`src/rtl/c0bl_pkg.sv`:
```
// Shared types, token kinds and keyword tables for the C0 byte lexer.
`default_nettype none

package c0bl_pkg;

    localparam int KEYWORD_COUNT = 13;
    localparam logic [2:0] POS_MAX = 3'd7;

    // Token kinds
    localparam logic [5:0] K_IDENT   = 6'd0;
    localparam logic [5:0] K_INTCON  = 6'd1;
    localparam logic [5:0] K_CHARCON = 6'd2;
    localparam logic [5:0] K_STRCON  = 6'd3;
    localparam logic [5:0] K_KW0     = 6'd4;
    localparam logic [5:0] K_PLUS    = 6'd17;
    localparam logic [5:0] K_MINU    = 6'd18;
    localparam logic [5:0] K_MULT    = 6'd19;
    localparam logic [5:0] K_DIV     = 6'd20;
    localparam logic [5:0] K_LSS     = 6'd21;
    localparam logic [5:0] K_LEQ     = 6'd22;
    localparam logic [5:0] K_GRE     = 6'd23;
    localparam logic [5:0] K_GEQ     = 6'd24;
    localparam logic [5:0] K_EQL     = 6'd25;
    localparam logic [5:0] K_NEQ     = 6'd26;
    localparam logic [5:0] K_ASSIGN  = 6'd27;
    localparam logic [5:0] K_SEMICN  = 6'd28;
    localparam logic [5:0] K_COMMA   = 6'd29;
    localparam logic [5:0] K_LPARENT = 6'd30;
    localparam logic [5:0] K_RPARENT = 6'd31;
    localparam logic [5:0] K_LBRACK  = 6'd32;
    localparam logic [5:0] K_RBRACK  = 6'd33;
    localparam logic [5:0] K_LBRACE  = 6'd34;
    localparam logic [5:0] K_RBRACE  = 6'd35;

    // Keyword text, right-aligned: first character sits at byte (len - 1)
    localparam logic [47:0] KW_TEXT [KEYWORD_COUNT] = '{
        48'("const"), 48'("int"), 48'("char"), 48'("void"), 48'("main"),
        48'("if"), 48'("else"), 48'("do"), 48'("while"), 48'("for"),
        48'("scanf"), 48'("printf"), 48'("return")
    };
    localparam logic [2:0] KW_LEN [KEYWORD_COUNT] = '{
        3'd5, 3'd3, 3'd4, 3'd4, 3'd4, 3'd2, 3'd4, 3'd2, 3'd5, 3'd3, 3'd5, 3'd6, 3'd6
    };

    // One result record as the lexer produces it
    typedef struct packed {
        logic [5:0] kind;
        logic [7:0] text;
        logic       present;
        logic       done;
        logic       bad;
    } t_res;

    // Results of one request, handed from the lexer to the result queue
    typedef struct packed {
        logic [1:0]  count;
        t_res        first;
        t_res        second;
        logic [15:0] lines;
    } t_push;

endpackage

`default_nettype wire

```
`src/rtl/c0bl_lexer.sv`:
```
// Lexer state registers and the single-pass decode of one source byte.
`default_nettype none

module c0bl_lexer
    import c0bl_pkg::*;
(
    input  wire logic       i_clk,
    input  wire logic       i_rst_n,
    input  wire logic       i_take,
    input  wire logic [7:0] i_byte,
    input  wire logic       i_eot,
    output t_push           o_push
);

    typedef enum logic [3:0] {
        M_IDLE, M_IDENT, M_INT, M_CHAR_OPEN, M_CHAR_CLOSE,
        M_STRING, M_LT, M_GT, M_EQ, M_BANG
    } t_mode;

    t_mode                    r_mode, n_mode;
    logic [KEYWORD_COUNT-1:0] r_cand, n_cand;
    logic [2:0]               r_pos,  n_pos;
    logic [15:0]              r_lines, n_lines;

    // Start-of-token decode
    t_mode                    s_mode;
    logic                     s_emit, s_nl, s_kw;
    t_res                     s_res;
    logic [KEYWORD_COUNT-1:0] s_cand, a_cand;
    logic [2:0]               a_pos;
    logic [5:0]               id_kind;

    function automatic logic is_letter(input logic [7:0] b);
        return (b >= "a" && b <= "z") || (b >= "A" && b <= "Z") || b == "_";
    endfunction

    function automatic logic is_digit(input logic [7:0] b);
        return b >= "0" && b <= "9";
    endfunction

    function automatic t_res mk(input logic [5:0] kind, input logic [7:0] text,
                                input logic present, input logic done, input logic bad);
        t_res r;
        r.kind    = done ? kind : 6'd0;
        r.text    = present ? text : 8'd0;
        r.present = present;
        r.done    = done;
        r.bad     = bad;
        return r;
    endfunction

    // Drop candidates whose character at this position differs or is absent; at POS_MAX drop all
    function automatic logic [KEYWORD_COUNT-1:0] kw_mask(
        input logic [KEYWORD_COUNT-1:0] cand, input logic [2:0] pos, input logic [7:0] b);
        logic [KEYWORD_COUNT-1:0] m;
        int                       sh;
        m = cand;
        for (int k = 0; k < KEYWORD_COUNT; k++) begin
            sh = (pos < KW_LEN[k]) ? 8 * (int'(KW_LEN[k]) - 1 - int'(pos)) : 0;
            if (!(pos < KW_LEN[k] && KW_TEXT[k][sh +: 8] == b)) begin
                m[k] = 1'b0;
            end
        end
        if (pos == POS_MAX) begin
            m = '0;
        end
        return m;
    endfunction

    // Keyword advance on the current identifier
    always_comb begin
        a_cand = kw_mask(r_cand, r_pos, i_byte);
        a_pos  = (r_pos == POS_MAX) ? POS_MAX : r_pos + 3'd1;
        s_cand = kw_mask({KEYWORD_COUNT{1'b1}}, 3'd0, i_byte);
    end

    // Kind of the identifier ending now
    always_comb begin
        id_kind = K_IDENT;
        for (int k = KEYWORD_COUNT - 1; k >= 0; k--) begin
            if (r_cand[k] && r_pos == KW_LEN[k]) begin
                id_kind = K_KW0 + 6'(k);
            end
        end
    end

    // Byte seen from idle
    always_comb begin
        s_mode = M_IDLE;
        s_emit = 1'b0;
        s_nl   = 1'b0;
        s_kw   = 1'b0;
        s_res  = '0;
        priority if (i_byte == " " || i_byte == 8'h0d || i_byte == 8'h09
                     || i_byte == 8'h0a) begin
            s_nl = (i_byte == 8'h0a);
        end else if (is_letter(i_byte)) begin
            s_kw   = 1'b1;
            s_emit = 1'b1;
            s_res  = mk(6'd0, i_byte, 1'b1, 1'b0, 1'b0);
            s_mode = M_IDENT;
        end else if (is_digit(i_byte)) begin
            s_emit = 1'b1;
            s_res  = mk(6'd0, i_byte, 1'b1, 1'b0, 1'b0);
            s_mode = M_INT;
        end else begin
            s_emit = 1'b1;
            unique case (i_byte)
                "'":  begin s_emit = 1'b0; s_mode = M_CHAR_OPEN; end
                "\"": begin s_emit = 1'b0; s_mode = M_STRING; end
                "<":  begin s_mode = M_LT;   s_res = mk(6'd0, i_byte, 1'b1, 1'b0, 1'b0); end
                ">":  begin s_mode = M_GT;   s_res = mk(6'd0, i_byte, 1'b1, 1'b0, 1'b0); end
                "=":  begin s_mode = M_EQ;   s_res = mk(6'd0, i_byte, 1'b1, 1'b0, 1'b0); end
                "!":  begin s_mode = M_BANG; s_res = mk(6'd0, i_byte, 1'b1, 1'b0, 1'b0); end
                "+":  s_res = mk(K_PLUS,    i_byte, 1'b1, 1'b1, 1'b0);
                "-":  s_res = mk(K_MINU,    i_byte, 1'b1, 1'b1, 1'b0);
                "*":  s_res = mk(K_MULT,    i_byte, 1'b1, 1'b1, 1'b0);
                "/":  s_res = mk(K_DIV,     i_byte, 1'b1, 1'b1, 1'b0);
                ";":  s_res = mk(K_SEMICN,  i_byte, 1'b1, 1'b1, 1'b0);
                ",":  s_res = mk(K_COMMA,   i_byte, 1'b1, 1'b1, 1'b0);
                "(":  s_res = mk(K_LPARENT, i_byte, 1'b1, 1'b1, 1'b0);
                ")":  s_res = mk(K_RPARENT, i_byte, 1'b1, 1'b1, 1'b0);
                "[":  s_res = mk(K_LBRACK,  i_byte, 1'b1, 1'b1, 1'b0);
                "]":  s_res = mk(K_RBRACK,  i_byte, 1'b1, 1'b1, 1'b0);
                "{":  s_res = mk(K_LBRACE,  i_byte, 1'b1, 1'b1, 1'b0);
                "}":  s_res = mk(K_RBRACE,  i_byte, 1'b1, 1'b1, 1'b0);
                default: s_res = mk(6'd0, 8'd0, 1'b0, 1'b0, 1'b1);
            endcase
        end
    end

    // Main decode: results and next state for this request
    always_comb begin
        logic       use_start;
        logic       ok;
        logic [1:0] cnt;
        t_res       first, second;
        use_start = 1'b0;
        ok        = 1'b0;
        cnt       = 2'd0;
        first     = '0;
        second    = '0;
        n_mode    = r_mode;
        n_cand    = r_cand;
        n_pos     = r_pos;

        if (i_eot) begin
            cnt = 2'd1;
            unique case (r_mode)
                M_IDENT:     first = mk(id_kind,   8'd0, 1'b0, 1'b1, 1'b0);
                M_INT:       first = mk(K_INTCON,  8'd0, 1'b0, 1'b1, 1'b0);
                M_CHAR_OPEN: first = mk(K_CHARCON, 8'd0, 1'b0, 1'b1, 1'b0);
                M_STRING:    first = mk(K_STRCON,  8'd0, 1'b0, 1'b1, 1'b0);
                M_LT:        first = mk(K_LSS,     8'd0, 1'b0, 1'b1, 1'b0);
                M_GT:        first = mk(K_GRE,     8'd0, 1'b0, 1'b1, 1'b0);
                M_EQ:        first = mk(K_ASSIGN,  8'd0, 1'b0, 1'b1, 1'b0);
                M_BANG:      first = mk(K_NEQ,     8'd0, 1'b0, 1'b1, 1'b0);
                default:     cnt = 2'd0;
            endcase
            n_mode = M_IDLE;
        end else begin
            unique case (r_mode)
                M_IDENT: begin
                    if (is_letter(i_byte) || is_digit(i_byte)) begin
                        n_cand = a_cand;
                        n_pos  = a_pos;
                        first  = mk(6'd0, i_byte, 1'b1, 1'b0, 1'b0);
                        cnt    = 2'd1;
                    end else begin
                        first     = mk(id_kind, 8'd0, 1'b0, 1'b1, 1'b0);
                        cnt       = 2'd1;
                        use_start = 1'b1;
                    end
                end
                M_INT: begin
                    if (is_digit(i_byte)) begin
                        first = mk(6'd0, i_byte, 1'b1, 1'b0, 1'b0);
                    end else begin
                        first     = mk(K_INTCON, 8'd0, 1'b0, 1'b1, 1'b0);
                        use_start = 1'b1;
                    end
                    cnt = 2'd1;
                end
                M_CHAR_OPEN: begin
                    ok = is_letter(i_byte) || is_digit(i_byte) || i_byte == "+"
                         || i_byte == "-" || i_byte == "*" || i_byte == "/";
                    first  = mk(K_CHARCON, i_byte, 1'b1, 1'b1, !ok);
                    cnt    = 2'd1;
                    n_mode = M_CHAR_CLOSE;
                end
                M_CHAR_CLOSE: n_mode = M_IDLE;
                M_STRING: begin
                    if (i_byte == "\"") begin
                        first  = mk(K_STRCON, 8'd0, 1'b0, 1'b1, 1'b0);
                        cnt    = 2'd1;
                        n_mode = M_IDLE;
                    end else begin
                        ok = i_byte == 8'd32 || i_byte == 8'd33
                             || (i_byte >= 8'd35 && i_byte <= 8'd126);
                        if (i_byte == "\\") begin
                            // backslash is doubled
                            first  = mk(6'd0, i_byte, 1'b1, 1'b0, 1'b0);
                            second = mk(6'd0, i_byte, 1'b1, 1'b0, !ok);
                            cnt    = 2'd2;
                        end else begin
                            first = mk(6'd0, i_byte, 1'b1, 1'b0, !ok);
                            cnt   = 2'd1;
                        end
                    end
                end
                M_LT, M_GT, M_EQ: begin
                    cnt = 2'd1;
                    if (i_byte == "=") begin
                        first = mk((r_mode == M_LT) ? K_LEQ : ((r_mode == M_GT) ? K_GEQ : K_EQL),
                                   i_byte, 1'b1, 1'b1, 1'b0);
                        n_mode = M_IDLE;
                    end else begin
                        first = mk((r_mode == M_LT) ? K_LSS :
                                   ((r_mode == M_GT) ? K_GRE : K_ASSIGN),
                                   8'd0, 1'b0, 1'b1, 1'b0);
                        use_start = 1'b1;
                    end
                end
                M_BANG: begin
                    first  = mk(K_NEQ, i_byte, 1'b1, 1'b1, 1'b0);
                    cnt    = 2'd1;
                    n_mode = M_IDLE;
                end
                default: use_start = 1'b1;
            endcase
        end

        // Byte handled from idle, after any token it closed
        if (use_start) begin
            n_mode = s_mode;
            if (s_kw) begin
                n_cand = s_cand;
                n_pos  = 3'd1;
            end
            if (s_emit) begin
                if (cnt == 2'd1) begin
                    second = s_res;
                end else begin
                    first = s_res;
                end
                cnt = cnt + 2'd1;
            end
        end

        n_lines = (use_start && s_nl && r_lines != 16'hFFFF) ? r_lines + 16'd1 : r_lines;

        o_push.count  = cnt;
        o_push.first  = first;
        o_push.second = second;
        o_push.lines  = n_lines;
    end

    // State registers
    always_ff @(posedge i_clk) begin
        if (!i_rst_n) begin
            r_mode  <= M_IDLE;
            r_cand  <= {KEYWORD_COUNT{1'b1}};
            r_pos   <= 3'd0;
            r_lines <= 16'd0;
        end else if (i_take) begin
            r_mode  <= n_mode;
            r_cand  <= n_cand;
            r_pos   <= n_pos;
            r_lines <= n_lines;
        end
    end

endmodule

`default_nettype wire

```
`src/rtl/c0bl_resq.sv`:
```
// Four-entry result queue: takes up to two results a cycle, gives one while i_ready is high.
`default_nettype none

module c0bl_resq
    import c0bl_pkg::*;
(
    input  wire logic        i_clk,
    input  wire logic        i_rst_n,
    input  wire logic        i_wr,
    input  wire t_push       i_push,
    output logic             o_wr_ready,
    output logic             o_valid,
    input  wire logic        i_ready,
    output logic [5:0]       o_kind,
    output logic [7:0]       o_text,
    output logic             o_present,
    output logic             o_done,
    output logic             o_bad,
    output logic [15:0]      o_lines,
    output logic             o_last
);

    typedef struct packed {
        t_res        res;
        logic [15:0] lines;
        logic        last;
    } t_entry;

    t_entry      r_mem [4];
    logic [1:0]  r_wp, r_rp;
    logic [2:0]  r_cnt;
    logic [1:0]  wr_n;
    logic        pop;
    t_entry      e0, e1, head;

    // Room for the largest request
    assign o_wr_ready = (r_cnt < 3'd3);
    assign o_valid    = (r_cnt != 3'd0);
    assign pop        = o_valid && i_ready;
    assign wr_n       = i_wr ? i_push.count : 2'd0;

    always_comb begin
        e0.res   = i_push.first;
        e0.lines = i_push.lines;
        e0.last  = (i_push.count == 2'd1);
        e1.res   = i_push.second;
        e1.lines = i_push.lines;
        e1.last  = 1'b1;
    end

    // Entry storage
    always_ff @(posedge i_clk) begin
        if (wr_n != 2'd0) begin
            r_mem[r_wp] <= e0;
        end
        if (wr_n == 2'd2) begin
            r_mem[r_wp + 2'd1] <= e1;
        end
    end

    // Pointers and fill level
    always_ff @(posedge i_clk) begin
        if (!i_rst_n) begin
            r_wp  <= 2'd0;
            r_rp  <= 2'd0;
            r_cnt <= 3'd0;
        end else begin
            r_wp  <= r_wp + wr_n;
            r_rp  <= r_rp + {1'b0, pop};
            r_cnt <= r_cnt + {1'b0, wr_n} - {2'b0, pop};
        end
    end

    assign head      = r_mem[r_rp];
    assign o_kind    = head.res.kind;
    assign o_text    = head.res.text;
    assign o_present = head.res.present;
    assign o_done    = head.res.done;
    assign o_bad     = head.res.bad;
    assign o_lines   = head.lines;
    assign o_last    = head.last;

endmodule

`default_nettype wire

```
`src/rtl/c0_byte_lexer_core.sv`:
```
// Top level of the C0 byte lexer: lexer decode feeding the result queue.
//
//  channel  valid    ready    payload
//  source   i_valid  o_ready  i_source_byte, i_end_of_text
//  tokens   o_valid  i_ready  o_token_kind, o_text_byte, o_text_present,
//                             o_token_done, o_bad_char, o_line_count, o_last_of_run
//
// One source byte per cycle while o_ready is high; its results are registered into the queue.
// A request yields zero, one or two results; the queue drains one per cycle while
// i_ready is high, so bytes giving two results hold the source side back at that rate.
// o_ready is high while the four-entry queue has room for two results.
// Synchronous reset returns to idle with a zero line count.
`default_nettype none

module c0_byte_lexer_core
    import c0bl_pkg::*;
(
    input  wire logic        i_clk,
    input  wire logic        i_rst_n,
    input  wire logic        i_valid,
    output logic             o_ready,
    input  wire logic [7:0]  i_source_byte,
    input  wire logic        i_end_of_text,
    output logic             o_valid,
    input  wire logic        i_ready,
    output logic [5:0]       o_token_kind,
    output logic [7:0]       o_text_byte,
    output logic             o_text_present,
    output logic             o_token_done,
    output logic             o_bad_char,
    output logic [15:0]      o_line_count,
    output logic             o_last_of_run
);

    t_push push;
    logic  take;

    assign take = i_valid && o_ready;

    c0bl_lexer u_lexer (
        .i_clk   (i_clk),
        .i_rst_n (i_rst_n),
        .i_take  (take),
        .i_byte  (i_source_byte),
        .i_eot   (i_end_of_text),
        .o_push  (push)
    );

    c0bl_resq u_resq (
        .i_clk      (i_clk),
        .i_rst_n    (i_rst_n),
        .i_wr       (take),
        .i_push     (push),
        .o_wr_ready (o_ready),
        .o_valid    (o_valid),
        .i_ready    (i_ready),
        .o_kind     (o_token_kind),
        .o_text     (o_text_byte),
        .o_present  (o_text_present),
        .o_done     (o_token_done),
        .o_bad      (o_bad_char),
        .o_lines    (o_line_count),
        .o_last     (o_last_of_run)
    );

endmodule

`default_nettype wire

```
`config.mk`:
```
export PLATFORM = sky130hd
export DESIGN_NAME = c0_byte_lexer_core
export DESIGN_NICKNAME = d
export VERILOG_FILES = /design/src/rtl/c0bl_pkg.sv /design/src/rtl/c0bl_lexer.sv /design/src/rtl/c0bl_resq.sv /design/src/rtl/c0_byte_lexer_core.sv
export SDC_FILE = /design/constraint.sdc
export NUM_CORES = 1
export LEC_CHECK = 0
export BUFFER_PORTS_ARGS = -buffer_cell sky130_fd_sc_hd__buf_2
export CORE_MARGIN = 4
export CORE_UTILIZATION = 65
export DETAILED_ROUTE_END_ITERATION = 8
export HOLD_SLACK_MARGIN = 0.12
export MAX_ROUTING_LAYER = met4
export PLACE_DENSITY = 0.88
export SKIP_LAST_GASP = 1
export SYNTH_ARGS = -nofsm -noshare
export SYNTH_HDL_FRONTEND = slang
export SYNTH_SLANG_ARGS = --single-unit
```
`constraint.sdc`:
```
create_clock -name i_clk -period 12.65 [get_ports i_clk]
set_clock_uncertainty 0.2 [all_clocks]
set_input_delay 2.53 -clock i_clk [delete_from_list [all_inputs] [get_ports i_clk]]
set_output_delay 2.53 -clock i_clk [all_outputs]
set_load 0.01 [all_outputs]
```
======== Yosys cells after proc, flatten, opt, wreduce, memory -nomap -nowiden ========
Memory sizes are Yosys's and may differ from the RTL's. A register that Yosys moved wholly into a read port is not among the register bits.
Cells that the tools add are included.
Widths: inputs -> output; s select.
storage, ports and cells
  logic and storage cells ................. 291
  output and inout bits ................... 36
  memory bits (writable) .................. 136
  memories ................................ 1
  register bits ........................... 43
memory list
  name          depth  bits a word  read ports  clocked after memory_dff  wr ports  RTL line         text
  u_resq.r_mem  4      34           1           1                         2         c0bl_resq.sv:29  t_entry r_mem [4];
cells by class
  mux-type cells .......................... 115
  reductions and logical operators ........ 59
  shifts and indexed selects .............. 13
  order comparisons ....................... 14
  add/subtract/negate cells ............... 13
  eq/ne operators ......................... 69
operator list
  kind                      number
  $shiftx 48x32->8 const A  13
  $mux 17                   14
  $pmux 17 s14              1
  $mux 32                   5
  $pmux 16 s8               1
  $eq 8x6->1 const B        15
  $eq 8x8->1                13
  $pmux 17 s6               1
  $mux 13                   7
  $eq 7x8->1 const A        11
  $mux 5                    13
  $eq 8x7->1 const B        6
  $mux 1                    42
  $logic_and 1x1->1         34
  $mux 16                   2
  $mux 4                    8
  $eq 8x4->1 const B        3
  $le 8x7->1 const B        3
  $pmux 4 s6                1
  $mux 3                    6
  $add 16x1->16 const B     1
  $eq 4x3->1 const B        4
  $ge 8x6->1 const B        2
  $ge 8x7->1 const B        2
  other kinds (39)          75

======== Logic depth before layout (Yosys ltp) ========
  depth in word-level cells ............... 21
  gate-level depth with buffers ........... 15
  mapped depth without buffers ............ 13

======== Hierarchy ========
Synthesis repeated with hierarchy kept, for this count alone.
second synthesis, totals
  cells, all modules ...................... 1223
  area total of the unflattened synthesis .. 11956.5 µm²
modules (own cells, without submodules)
  module              times used  cells each  area each (µm²)
  c0bl_resq           1           423         6700.2
  c0bl_lexer          1           799         5250.0
  c0_byte_lexer_core  1           1           6.3

======== Least setup slack after synthesis ========
OpenSTA, ideal clock, no wires.
  kind .................................... input to register
  from .................................... input port i_source_byte[7]
  to ...................................... memory u_resq.r_mem[0][10] (netlist name) (enable)
  buffers on the path ..................... 2
  slack ................................... 6123 ps
  required time ........................... 12062 ps
  cell stages on the path ................. 11
  data arrival time ....................... 5940 ps
  cell sequence ........................... buf_2 > nand3b_1 > or4_4 > nor3_2 > inv_2 > ha_1 > or3_1 > o32ai_2 > a31oi_2 > buf_2 > inv_1
RTL lines
  item         RTL line                  text
  from (decl)  c0_byte_lexer_core.sv:22  input wire logic [7:0] i_source_byte,
  to (decl)    c0bl_resq.sv:29

==> metrics.cfg <==
[worst_setup_path]
cp-start-kind=input port
worstPathMaxFanout=43
critical_path_class=input port to flip-flop
end_kind=flip-flop
cp.arrival_ns=7.24
cp.required_ns=12.60

[placed_design]
dp.cells=1416
io_buffers=48
gp_congestion=1.019
dp_hpwl_um=23430

[timing]
setup_tns_ns=0
setup_violations=0
hold_viol_final=0
rsz0062_at_grt=false
period_minus_slack_ns=7.292
relSlewSlack_pct=26.78
hold_ws_ns=0.2575
worst_pin_slew_ns=1.092
maxSlewViolCount=0
fmax_ghz=0.1371
min_period_over_period_pct=57.64

[global_routing]
grt_usage_pct=34.65
overflow=0
grt_start_max_net_pins=50
grt_pass1_vias=9825
grt_pass1_wl_um=53720
antenna_found_initial=0

[clocking]
post_cts_resized=0
postCtsSetupBuffers=0
cts_root_buffer=clkbuf_16
cts_htree_levels=4
cts_tree=built
hold_buffers=0
cts.path.max_buffers=2
numCtsBuffers=17
clock_latency_ns=0.44
numClockSinks=179
clk_pin_slew_ns=0.07

[floorplanning]
boundaryPins=49
initial_utilization_pct=67.05
fp.coreArea_um2=17540
die_x_um=142.5
die_area_um2=20310
die_h_um=142.5
core.rowCount=48

[synth]
ys.flop_type=edfxtp_1
synth-seq-cells=179
synth_async_sr_flop_share_pct=0
syn_nets=1254
yosys.area.top_type=edfxtp_1
synth_area_leaders=edfxtp_1, dfxtp_1, mux4_2
syn_avg_cell_area_um2=9.630
netlist_instances=1221
yosys_warnings=0
yosysSeqAreaShare_pct=41.71
synth_edf_count=132
synth.distinct_cells=94
synth_area_um2=11760
synth_top_area_share_pct=33.71

[power_and_ir_drop]
p_comb_share_pct=25.2
p_sw_mw=0.5343
p_total_mw=1.637
pwr-share-seq_pct=41.6
irDropWorstVdd_mv=0.1365
total_leakage_power_nw=3.949
intPower_mw=1.103
swShare_pct=32.63
power_density_nw_per_um2=129.9
clkPwrFrac_pct=33.2

[cells_and_area]
area_growth_pct=7.172
final_common_cell=edfxtp_1
final_cell_mix=edfxtp_1, nor2_1, nand2_1, a21oi_1, o21ai_0
drive_above_1_share_pct=13.74
finish.utilization_pct=71.86
nFillCells=1241
stdcell_count=1448
n_antenna_cell=0
final_nets=1243

[detailed_routing]
firstDrtPassIters=8
vias_per_cell=7.261
antenna_left=0
drtIter0Drc=1622
drt_wl_total_um=34330
vias=10510
drc_errors=0
wl_per_cell_um=23.71

[hold_path]
hold_path.class=flip-flop to flip-flop

[run]
maxCapViolCount=0

[run_status]
status=finished, final reports clean

[sequential cells by signal, indices dropped and copies added, names as in the netlist]
register and flops:
u_lexer.r_cand 13, u_lexer.r_lines 16, u_lexer.r_mode 4, u_lexer.r_pos 3, u_resq.r_cnt 3, u_resq.r_mem 136
u_resq.r_rp 2, u_resq.r_wp 2
[cell families (layout without fill, tap and decap cells)]
group / count (synthesis) / in the layout / synth area share, %
mux: 54 / 54 / 8.246
simple gates: 458 / 458 / 19.87
flops: 179 / 179 / 41.71
xor+xnor: 48 / 48 / 3.575
buf+inv: 119 / 121 / 4.267
fa+ha+maj: 20 / 20 / 2.192
compound gates: 343 / 343 / 20.14
[metrics by stage]
| stage | setup slack (ns) | area [um^2] |
|---|---|---|
| global route | 5.062 | 12600 |
| detailed placement | 5.029 | 11990 |
| global placement | 5.275 | 11990 |
| CTS | 5.434 | 12600 |
| floorplan | 6.123 | 11760 |
| finish | 5.358 | 12600 |
[area by class of cell]
type                       count  area [um^2]  share of cell area [%]
clock buffer                  17        425.4                   3.376
inverter                      29        108.9                  0.8638
clock inverter                15        191.4                   1.519
timing repair buffer          60        330.3                   2.621
tap                          225        281.5                   2.234
multi-input combinational    923         6359                   50.46
sequential                   179         4906                   38.93
[power groups by stage]
stage	Sequential (mW)	Combinational (mW)	Clock, mW
after floorplan	0.684	0.302	0
after global placement	0.691	0.397	0
after detailed placement	0.694	0.406	0
after CTS	0.681	0.410	0.539
after global routing	0.684	0.443	0.572
final	0.682	0.412	0.543
[synthesized netlist by cell type (all sizes together) (18+ instances only)]
cell and instances:
a21oi 65, and2 24, and3 27, buf 38, clkbuf 52, dfxtp 47, edfxtp 132, ha 19
inv 27, mux4 34, nand2 96, nand3 58, nor2 123, nor2b 18, nor3 28, o21ai 68
o22ai 57, xnor2 31
[routing by layer]
metal	up-vias	global-route usage, %	wire, um
li1	4640	-	-
met3	170	6.788	3956
met4	0	16.16	1812
met5	-	-	0
met2	832	52.18	15530
met1	4872	45.47	13040
[path summary, 6_finish.rpt]
kind / slack, ns / cells past startpoint / to / startpoint
setup / recovery: 5.36 / 11 / u_resq.r_mem[0][28] / i_source_byte[0]
hold / removal: 0.26 / 1 / u_lexer.r_cand[0] / u_lexer.r_cand[0]
setup reg to reg: 7.46 / 10 / u_resq.r_mem[0][28] / u_lexer.r_mode[2]
hold reg to reg: 0.26 / 1 / u_lexer.r_cand[0] / u_lexer.r_cand[0]
[worst max-delay path: stages]
cell and delay [ns]:
buf_2 0.35, or2_1 0.39, or4_4 0.57, nor3_2 0.42
inv_2 0.20, ha_1 0.50, nand4_1 0.21, nand2b_2 0.42
a31oi_2 0.81, inv_1 0.42, buf_4 0.37
Power figures use the tool's default switching activity.
